### src/rtl/bfp_pkg.sv
package bfp_pkg;

   // Action codes carried in the action field of an input item.
   typedef enum logic [2:0] {
      ACT_ENQUEUE = 3'd0,
      ACT_DEQUEUE = 3'd1,
      ACT_PEEK    = 3'd2,
      ACT_COMMIT  = 3'd3,
      ACT_REWIND  = 3'd4
   } bfp_action_type;

   localparam int unsigned SIZE_WIDTH = 9;
   localparam logic [SIZE_WIDTH-1:0] SIZE_RESET = 9'd256;

   typedef struct packed {
      logic [2:0] action;
      logic [7:0] data_in;
   } bfp_req_type;

   typedef struct packed {
      logic       ok;
      logic [7:0] data_out;
      logic       is_empty;
      logic       is_full;
   } bfp_rsp_type;

   // Outcome of one action, passed from the cursor logic to the output pipeline.
   // The read flag says that data_out comes from the buffer read.
   typedef struct packed {
      logic ok;
      logic read;
      logic is_empty;
      logic is_full;
   } bfp_status_type;

endpackage

### src/rtl/byte_fifo_with_peek.sv
//  Channel   Direction  Handshake            Carries
//  req_      in         req_valid/req_stall  bfp_req_type item (action, data_in)
//  rsp_      out        rsp_valid/rsp_stall  bfp_rsp_type item (ok, data_out, flags)
//  csr_      in         csr_valid/csr_ready  size_in_use, 9 bits
//
//  One item is taken per cycle while the result side keeps up. The buffer
//  memory read and the middle stage load when an item is accepted, and the
//  result register loads from the middle stage when that stage moves on,
//  which waits while rsp_stall holds a result in the result register.
//  Reset clears the cursors, the counts and the valid flags and sets the size
//  to 256; no memory clearing is done. When rsp_stall holds a result, one more
//  item is still taken into the middle stage, then req_stall rises.
module byte_fifo_with_peek import bfp_pkg::*; #(
   parameter int unsigned DEPTH = 256
) (
   input  logic                  clock,
   input  logic                  reset,
   input  logic                  req_valid,
   output logic                  req_stall,
   input  bfp_req_type           req_data,
   output logic                  rsp_valid,
   input  logic                  rsp_stall,
   output bfp_rsp_type           rsp_data,
   input  logic                  csr_valid,
   output logic                  csr_ready,
   input  logic [SIZE_WIDTH-1:0] csr_data
);

   localparam int unsigned AW = $clog2(DEPTH);

   // Configuration: the size register is always ready for a write.
   logic [SIZE_WIDTH-1:0] size_ff;

   // Middle stage: the outcome of an accepted item waits here next to the
   // memory read data that belongs to it.
   logic                  mid_valid_ff;
   bfp_status_type        mid_status_ff;
   logic                  mid_move;

   // Result register.
   logic                  rsp_valid_ff;
   bfp_rsp_type           rsp_data_ff;

   logic                  item_take;
   bfp_status_type        status;
   logic                  wr_en, rd_en;
   logic [AW-1:0]         wr_addr, rd_addr;
   logic [7:0]            wr_data;
   logic [7:0]            rd_data_ff;

   assign csr_ready = 1'b1;

   always_ff @(posedge clock) begin
      if (reset) begin
         size_ff <= SIZE_RESET;
      end else if (csr_valid) begin
         size_ff <= csr_data;
      end
   end

   // The middle stage moves on whenever the result register is free or
   // is being emptied this cycle; a new item may enter behind it then.
   assign mid_move  = mid_valid_ff && (!rsp_valid_ff || !rsp_stall);
   assign req_stall = mid_valid_ff && !mid_move;
   assign item_take = req_valid && !req_stall;

   bfp_ctrl #(.DEPTH(DEPTH), .AW(AW)) u_ctrl (
      .clock       (clock),
      .reset       (reset),
      .item_take   (item_take),
      .action      (req_data.action),
      .data_in     (req_data.data_in),
      .size_in_use (size_ff),
      .wr_en       (wr_en),
      .wr_addr     (wr_addr),
      .wr_data     (wr_data),
      .rd_en       (rd_en),
      .rd_addr     (rd_addr),
      .status      (status)
   );

   // The byte buffer. Its read register only loads on an accepted read, so it
   // stays aligned with the middle stage while that stage waits.
   bfp_store #(.DEPTH(DEPTH), .AW(AW)) u_store (
      .clock      (clock),
      .wr_en      (wr_en),
      .wr_addr    (wr_addr),
      .wr_data    (wr_data),
      .rd_en      (rd_en),
      .rd_addr    (rd_addr),
      .rd_data_ff (rd_data_ff)
   );

   always_ff @(posedge clock) begin
      if (reset) begin
         mid_valid_ff <= 1'b0;
      end else if (item_take) begin
         mid_valid_ff <= 1'b1;
      end else if (mid_move) begin
         mid_valid_ff <= 1'b0;
      end
   end

   always_ff @(posedge clock) begin
      if (item_take) begin
         mid_status_ff <= status;
      end
   end

   always_ff @(posedge clock) begin
      if (reset) begin
         rsp_valid_ff <= 1'b0;
      end else if (mid_move) begin
         rsp_valid_ff <= 1'b1;
      end else if (!rsp_stall) begin
         rsp_valid_ff <= 1'b0;
      end
   end

   // Actions that read nothing report a zero byte.
   always_ff @(posedge clock) begin
      if (mid_move) begin
         rsp_data_ff.ok       <= mid_status_ff.ok;
         rsp_data_ff.data_out <= mid_status_ff.read ? rd_data_ff : 8'd0;
         rsp_data_ff.is_empty <= mid_status_ff.is_empty;
         rsp_data_ff.is_full  <= mid_status_ff.is_full;
      end
   end

   assign rsp_valid = rsp_valid_ff;
   assign rsp_data  = rsp_data_ff;

endmodule

### src/rtl/bfp_store.sv
module bfp_store import bfp_pkg::*; #(
   parameter int unsigned DEPTH = 256,
   parameter int unsigned AW    = $clog2(DEPTH)
) (
   input  logic          clock,
   input  logic          wr_en,
   input  logic [AW-1:0] wr_addr,
   input  logic [7:0]    wr_data,
   input  logic          rd_en,
   input  logic [AW-1:0] rd_addr,
   output logic [7:0]    rd_data_ff
);

   logic [7:0] mem [DEPTH];

   always_ff @(posedge clock) begin
      if (wr_en) begin
         mem[wr_addr] <= wr_data;
      end
   end

   // The read data register holds its value until the next read.
   always_ff @(posedge clock) begin
      if (rd_en) begin
         rd_data_ff <= mem[rd_addr];
      end
   end

endmodule

### src/rtl/bfp_ctrl.sv
module bfp_ctrl import bfp_pkg::*; #(
   parameter int unsigned DEPTH = 256,
   parameter int unsigned AW    = $clog2(DEPTH)
) (
   input  logic                  clock,
   input  logic                  reset,
   input  logic                  item_take,
   input  logic [2:0]            action,
   input  logic [7:0]            data_in,
   input  logic [SIZE_WIDTH-1:0] size_in_use,
   output logic                  wr_en,
   output logic [AW-1:0]         wr_addr,
   output logic [7:0]            wr_data,
   output logic                  rd_en,
   output logic [AW-1:0]         rd_addr,
   output bfp_status_type        status
);

   // Counts must hold both DEPTH and the largest register value.
   localparam int unsigned CW = ((AW + 1) > SIZE_WIDTH) ? (AW + 1) : SIZE_WIDTH;

   logic [AW-1:0] head_ff, head_in;
   logic [AW-1:0] tail_ff, tail_in;
   logic [AW-1:0] peek_ff, peek_in;
   logic [CW-1:0] count_ff, count_in;
   logic [CW-1:0] prem_ff, prem_in;

   logic [CW-1:0] size_ext;
   logic [CW-1:0] eff_size;
   logic [AW-1:0] head_adv, tail_adv, peek_adv;
   logic          do_write, do_read, ok;
   logic [AW-1:0] read_addr;

   function automatic logic [AW-1:0] advance(input logic [AW-1:0] idx,
                                             input logic [CW-1:0] lim);
      logic [CW-1:0] nxt;
      nxt = CW'(idx) + CW'(1);
      return (nxt >= lim) ? '0 : nxt[AW-1:0];
   endfunction

   // A size of zero counts as one, anything beyond the buffer as the buffer.
   assign size_ext = CW'(size_in_use);
   always_comb begin
      if (size_ext == '0) begin
         eff_size = CW'(1);
      end else if (size_ext > CW'(DEPTH)) begin
         eff_size = CW'(DEPTH);
      end else begin
         eff_size = size_ext;
      end
   end

   assign head_adv = advance(head_ff, eff_size);
   assign tail_adv = advance(tail_ff, eff_size);
   assign peek_adv = advance(peek_ff, eff_size);

   always_comb begin
      head_in   = head_ff;
      tail_in   = tail_ff;
      peek_in   = peek_ff;
      count_in  = count_ff;
      prem_in   = prem_ff;
      do_write  = 1'b0;
      do_read   = 1'b0;
      read_addr = head_ff;
      ok        = 1'b0;
      case (bfp_action_type'(action))
         ACT_ENQUEUE: begin
            if (count_ff < eff_size) begin
               do_write = 1'b1;
               tail_in  = tail_adv;
               count_in = count_ff + CW'(1);
               prem_in  = prem_ff + CW'(1);
               ok       = 1'b1;
            end
         end
         ACT_DEQUEUE: begin
            if (count_ff != '0) begin
               do_read   = 1'b1;
               read_addr = head_ff;
               head_in   = head_adv;
               count_in  = count_ff - CW'(1);
               peek_in   = head_adv;
               prem_in   = count_ff - CW'(1);
               ok        = 1'b1;
            end
         end
         ACT_PEEK: begin
            if (prem_ff != '0) begin
               do_read   = 1'b1;
               read_addr = peek_ff;
               peek_in   = peek_adv;
               prem_in   = prem_ff - CW'(1);
               ok        = 1'b1;
            end
         end
         ACT_COMMIT: begin
            head_in  = peek_ff;
            count_in = prem_ff;
            ok       = 1'b1;
         end
         ACT_REWIND: begin
            peek_in = head_ff;
            prem_in = count_ff;
            ok      = 1'b1;
         end
         default: begin
         end
      endcase
   end

   assign wr_en   = item_take && do_write;
   assign wr_addr = tail_ff;
   assign wr_data = data_in;
   assign rd_en   = item_take && do_read;
   assign rd_addr = read_addr;

   always_comb begin
      status.ok       = ok;
      status.read     = do_read;
      status.is_empty = (count_in == '0);
      status.is_full  = (count_in >= eff_size);
   end

   always_ff @(posedge clock) begin
      if (reset) begin
         head_ff  <= '0;
         tail_ff  <= '0;
         peek_ff  <= '0;
         count_ff <= '0;
         prem_ff  <= '0;
      end else if (item_take) begin
         head_ff  <= head_in;
         tail_ff  <= tail_in;
         peek_ff  <= peek_in;
         count_ff <= count_in;
         prem_ff  <= prem_in;
      end
   end

endmodule
### config.mk
export PLATFORM = sky130hd
export DESIGN_NAME = byte_fifo_with_peek
export DESIGN_NICKNAME = d
export VERILOG_FILES = /design/src/rtl/bfp_pkg.sv /design/src/rtl/byte_fifo_with_peek.sv /design/src/rtl/bfp_store.sv /design/src/rtl/bfp_ctrl.sv
export SDC_FILE = /design/constraint.sdc
export NUM_CORES = 2
export LEC_CHECK = 0
export BUFFER_PORTS_ARGS = -buffer_cell sky130_fd_sc_hd__buf_2
export CAP_MARGIN = 10
export CORE_MARGIN = 3
export CORE_UTILIZATION = 60
export CTS_CLUSTER_SIZE = 8
export DETAILED_ROUTE_END_ITERATION = 12
export PLACE_DENSITY_LB_ADDON = 0.15
export REMOVE_ABC_BUFFERS = 1
export SLEW_MARGIN = 20
export SYNTH_ARGS = -nofsm -noshare
export SYNTH_HDL_FRONTEND = slang
export SYNTH_SLANG_ARGS = --single-unit
export TNS_END_PERCENT = 1
### constraint.sdc
create_clock -name clock -period 10.3 [get_ports clock]
set_input_delay 2.06 -clock clock [delete_from_list [all_inputs] [get_ports clock]]
set_output_delay 2.06 -clock clock [all_outputs]
set_load 0.02 [all_outputs]
# Word level (Yosys, flattened, before mapping)
# Memories as Yosys holds them, arrays and structs flattened. A register that Yosys moved wholly into a read port is not among the register bits.
# Cells that the tools add are included.
# W data, S select, Z words.
# totals
ramBits,2048
regBits,68
memories,1
output_inout_bits,14
# classes
reduce_logical,24
magnitude_cmp,6
n_eq_ne,8
mux,30
add_sub_neg,7
# memory_table
memory,words,width,rd,rd_clocked_by_memory_dff,write_ports,line,rtl
u_store.mem,256,8,1,1,1,bfp_store.sv:14,logic [7:0] mem [DEPTH];
# op_table
cell,n
$mux W9,7
$mux W8,7
$ge A9 B9 Y1,4
$pmux W9 S4,1
$add A8 B1 Y9 const B,3
$pmux W9 S3,1
$pmux W8 S3,1
$add A9 B1 Y9 const B,2
$logic_not A9 Y1,2
$reduce_bool A9 Y1,2
$sub A9 B1 Y9 const B,2
$pmux W8 S2,1
$mux W1,10
$gt A9 B9 Y1 const B,1
$lt A9 B9 Y1,1
$ne A2 B1 Y1 const B,4
$eq A3 B2 Y1 const B,2
$reduce_and A3 Y1,2
$logic_and A1 B1 Y1,5
$reduce_and A5 Y1,1
$logic_not A1 Y1,4
$pmux W1 S4,1
$reduce_and A4 Y1,1
$reduce_bool A2 Y1,2
other kinds (8),8

# Longest topological paths before layout
# logic_depth
depth_word,10
mapped_depth,23

# Modules after synthesis
# A second synthesis with hierarchy kept.
# hier_totals
hier_cells,4390
area_unflattened_um2,85115.4
# by_module_without_submodules
mod,instances,area_each_um2,seq_area_each_um2,cells_each
bfp_store,1,79636.4,61739.2,3733
bfp_ctrl,1,4565.6,840.8,593
byte_fifo_with_peek,1,913.4,670.6,64

# Worst setup path before layout
# No wires, ideal clock.
# synth_path
kind,in2reg
startpoint,in req_data[8] (netlist bit)
endpoint,"reg u_store.rd_data_ff[6], read port of u_store.mem (data pin)"
path_stages,14
setup_slack_ns,5.165
setup_ns,0.279
t_required_ns,10.021
t_arrival_ns,4.856
path_cell_list,buf_6 or3b_1 buf_4 a31oi_4 buf_6 mux2i_1 buf_2 buf_2 buf_1 nand3_1 a31oi_1 o211ai_1 o41ai_1 o2111ai_1
# synth_between
elab_chain_len,3
word_cells_on_any_way,5
# synth_lines
item,line,rtl
start: declaration,byte_fifo_with_peek.sv:20,"input bfp_req_type req_data,"
$eq A3 B2 Y1 / $eq A3 B1 Y1 (equally long branches),bfp_ctrl.sv:67,case (bfp_action_type'(action))
$pmux W1 S2,bfp_ctrl.sv:67,
$logic_and A1 B1 Y1,bfp_ctrl.sv:115,assign rd_en = item_take && do_read;
end: declaration,bfp_store.sv:11,output logic [7:0] rd_data_ff
# Parallel ways exist; a longest one is shown, timed or not.
# A chain may end at the register's enable or synchronous reset.

# Final worst setup path
# layout_path
startpoint,in req_data[9] (netlist bit)
endpoint,"reg u_store.rd_data_ff[5], read port of u_store.mem (data pin)"
# The elaborated chain is that of the path after synthesis.

==> results.cfg <==
[setup_path]
path_buf_inv = 3
crit_path_top_delay_cell = mux2i_1
worstSetupStartpoint = req_data[9]
regToRegEndpoint = u_store.mem[102][4]
reg2reg_depth = 14
path_class = primary input to register
crit_chain = buf_2 > or3b_1 > a31oi_4 > buf_4 > mux2i_1 > nand2_1 > buf_4 > nor2_1 > nand2_1 > a21oi_1 > a211oi_1 > a41o_1 > o2111ai_1
cp_num_cells = 13
cp_top_family = simple AND/OR/NAND/NOR gates
crit_arrival_ns = 8.28
cp.required_ns = 11.03
critPathLaunchType = primary input
r2r-start = size_ff[8]
path_max_fanout = 30
end_kind = register
slowest_delay_ns = 1.05
r2r_setup_slack_ns = 4.01
crit_path_end = u_store.rd_data_ff[5]

[placement]
gp_congestion = 0.937
hpwl_mm = 158
io_buffers = 37
placed_cells = 8383
placed_area_mm2 = 0.0885
pre_cts_slack_ns = 2.37

[pwr]
p_leak_uw = 0.0327
max-vdd-ir-drop_uv = 194
power.density_mw_per_mm2 = 207

[cts]
cts_buffers = 316
cts_tree = built
ctsHoldBuffers = 0
clk_pin_slew_worst_paths_ns = 0.05
ctsResizeCount = 0
cts_sinks = 2124
postCtsSetupBuffers = 0
root_buffer = clkbuf_16
clock_path_buffers = 4
clock_latency_ns = 0.92
htreeDepth = 5

[grt]
track_usage_pct = 36.1
grt_max_degree = 143
grt_pass1_vias = 56100
overflow = 0
grt_first_pass_wirelength_mm = 389
antenna_found_initial = 17

[flow_run]
maxCapViolations = 0

[route]
drt_iter0_markers = 9881
ant_nets = 0
drtPass1Iterations = 8
drc = 0
wl_per_cell_um = 31.1
wirelength_mm = 272
via_per_inst = 6.87
vias = 60000

[floorplanning]
die_x_um = 386
die_height_um = 386
core_mm2 = 0.143
std_cell_rows = 138
initial_utilization_pct = 60.9
die_area_mm2 = 0.149
io-pin-count = 39

[timing]
min_period_ns = 7.55
slew-limit-headroom_pct = 15.9
rsz0062_at_grt = false
setup_ws_ns = 2.75
worst_pin_slew_ns = 1.23
fmax_mhz = 133
skew_ns = 0.0669
timing.final.max_slew_violations = 0
period_share_pct = 73.3
hold_viol = 0
setup_viol = 0

[outcome]
status = complete, no violations

[synth]
ys_warn_count = 0
ys_dominant_reg_cell = edfxtp_1
synth_top_cell_area_share_pct = 71.6
async_flop_share_pct = 0
synthCells = 6774
synth.distinct_cells = 83
synth.most_common_cell = edfxtp_1
synth-edff-count = 2071
synth_commonest_cells = edfxtp_1, nand2_1, nand3_1, a21oi_1, nor2_1
ys_top_cells_by_area = edfxtp_1, nand2_1, nand3_1
avgSynthCellArea_um2 = 12.8
syn-cell-area_mm2 = 0.0868
synth_largest_area_cell = edfxtp_1
yosysSeqAreaShare_pct = 72.9
synth_seq_cells = 2124

[finish]
area_growth_pct = 11.5
final_area_mm2 = 0.0968
final_nets = 6896
drive_above_1_share_pct = 8.05
fin_cells = 8742

[min_path]
hold_start = mid_status_ff[1]
hold_path_class = register to register
-- state kept, by name, summed over array words and instances, names as in the netlist, 4 cells and up --
register	count
mid_status_ff	4
rsp_data	11
size_ff	9
u_ctrl.count_ff	9
u_ctrl.head_ff	8
u_ctrl.peek_ff	8
u_ctrl.prem_ff	9
u_ctrl.wr_addr	8
u_store.mem	2048
u_store.rd_data_ff	8
-- worst min-delay path by stage --
stage | endpoint | cells after the start
floorplan | rsp_data[0] | 0
detailed placement | rsp_data[1] | 0
global placement | rsp_data[1] | 0
global route | rsp_data[1] | 0
finish | rsp_data[1] | 0
CTS | rsp_data[1] | 0
-- worst reg2reg max path, cell delays in order (launching register included) --
cell,delay [ns]
dfxtp_1,0.37
clkinv_1,0.39
nand2_1,0.43
ha_1,0.31
a21o_1,0.16
a21o_1,0.16
a21o_1,0.17
a211o_1,0.30
a21oi_1,0.13
buf_4,0.20
and2_1,0.26
nand2_1,0.40
nor3_1,0.53
nand3_1,0.87
nor2_1,1.24
-- kinds of logic (layout without fill, tap and decap cells) --
kind of cell,count (synthesis),in the layout,share of synthesized area [%]
AO/OA/AOI/OAI,1040,1040,7.64
flip-flops,2124,2124,72.9
buffers and inverters,476,548,2.71
multiplexers,104,104,1.24
XOR/XNOR,30,30,0.303
other,1,7,0.00432
AND/OR/NAND/NOR,2939,2939,14.4
adder cells (fa/ha/maj),60,60,0.874
-- where the power goes --
group	internal (µW)	switching, µW	leakage [µW]
Sequential	9520	35.7	0.0191
Combinational	385	1140	0.00958
Clock	5500	3430	0.00405
Total	15400	4610	0.0327
-- layer usage --
layer | up-vias | global-route usage, % | share of wire (%)
li1 | 25000 | - | -
met1 | 29400 | 50.1 | 36
met2 | 4729 | 52.4 | 44
met3 | 832 | 11.5 | 15
met4 | 12 | 16.9 | 5.3
met5 | - | 0 | 0.031
-- cell usage in the layout, fill, tap and decap left out, drive strengths merged, types with 9 or more instances in the layout --
cell type,instances
a221oi,55
clkbuf,355
nand3,554
o211ai,13
buf,159
ha,59
o21ai,79
xor2,13
a32oi,45
a211oi,22
o41ai,9
a22oi,81
mux2i,95
xnor2,17
and3,64
o31ai,14
nor2,374
o2111ai,9
nand2b,15
and2,13
o22ai,27
a21o,23
nor2b,11
a21oi,397
nor3,44
mux2,9
a311oi,20
edfxtp,2071
nor4,10
dfxtp,53
a31oi,183
inv,30
nand2,1728
nand3b,10
nand4,95
-- layout make-up --
type                       count  area (µm²)
tap                         1890        2360
clock inverter                 6        55.1
sequential                  2124       63300
antenna                        6        15.0
inverter                      28         105
multi-input combinational   4174       21400
timing repair buffer         167        1450
fill                        9846       45800
clock buffer                 347        8190
-- metrics by stage --
step | utilization [%] | power (µW) | hold slack, ns | setup TNS, ns
after detailed placement | 62.1 | 11200 | 0.407 | 0
after CTS | 67.9 | 20000 | 0.419 | 0
final | 67.9 | 20000 | 0.417 | 0
after global routing | 67.9 | 20500 | 0.423 | 0
after floorplan | - | 10800 | 0.400 | -158.55
after global placement | 62.1 | 11200 | 0.409 | 0
Power figures use the tool's default switching activity.
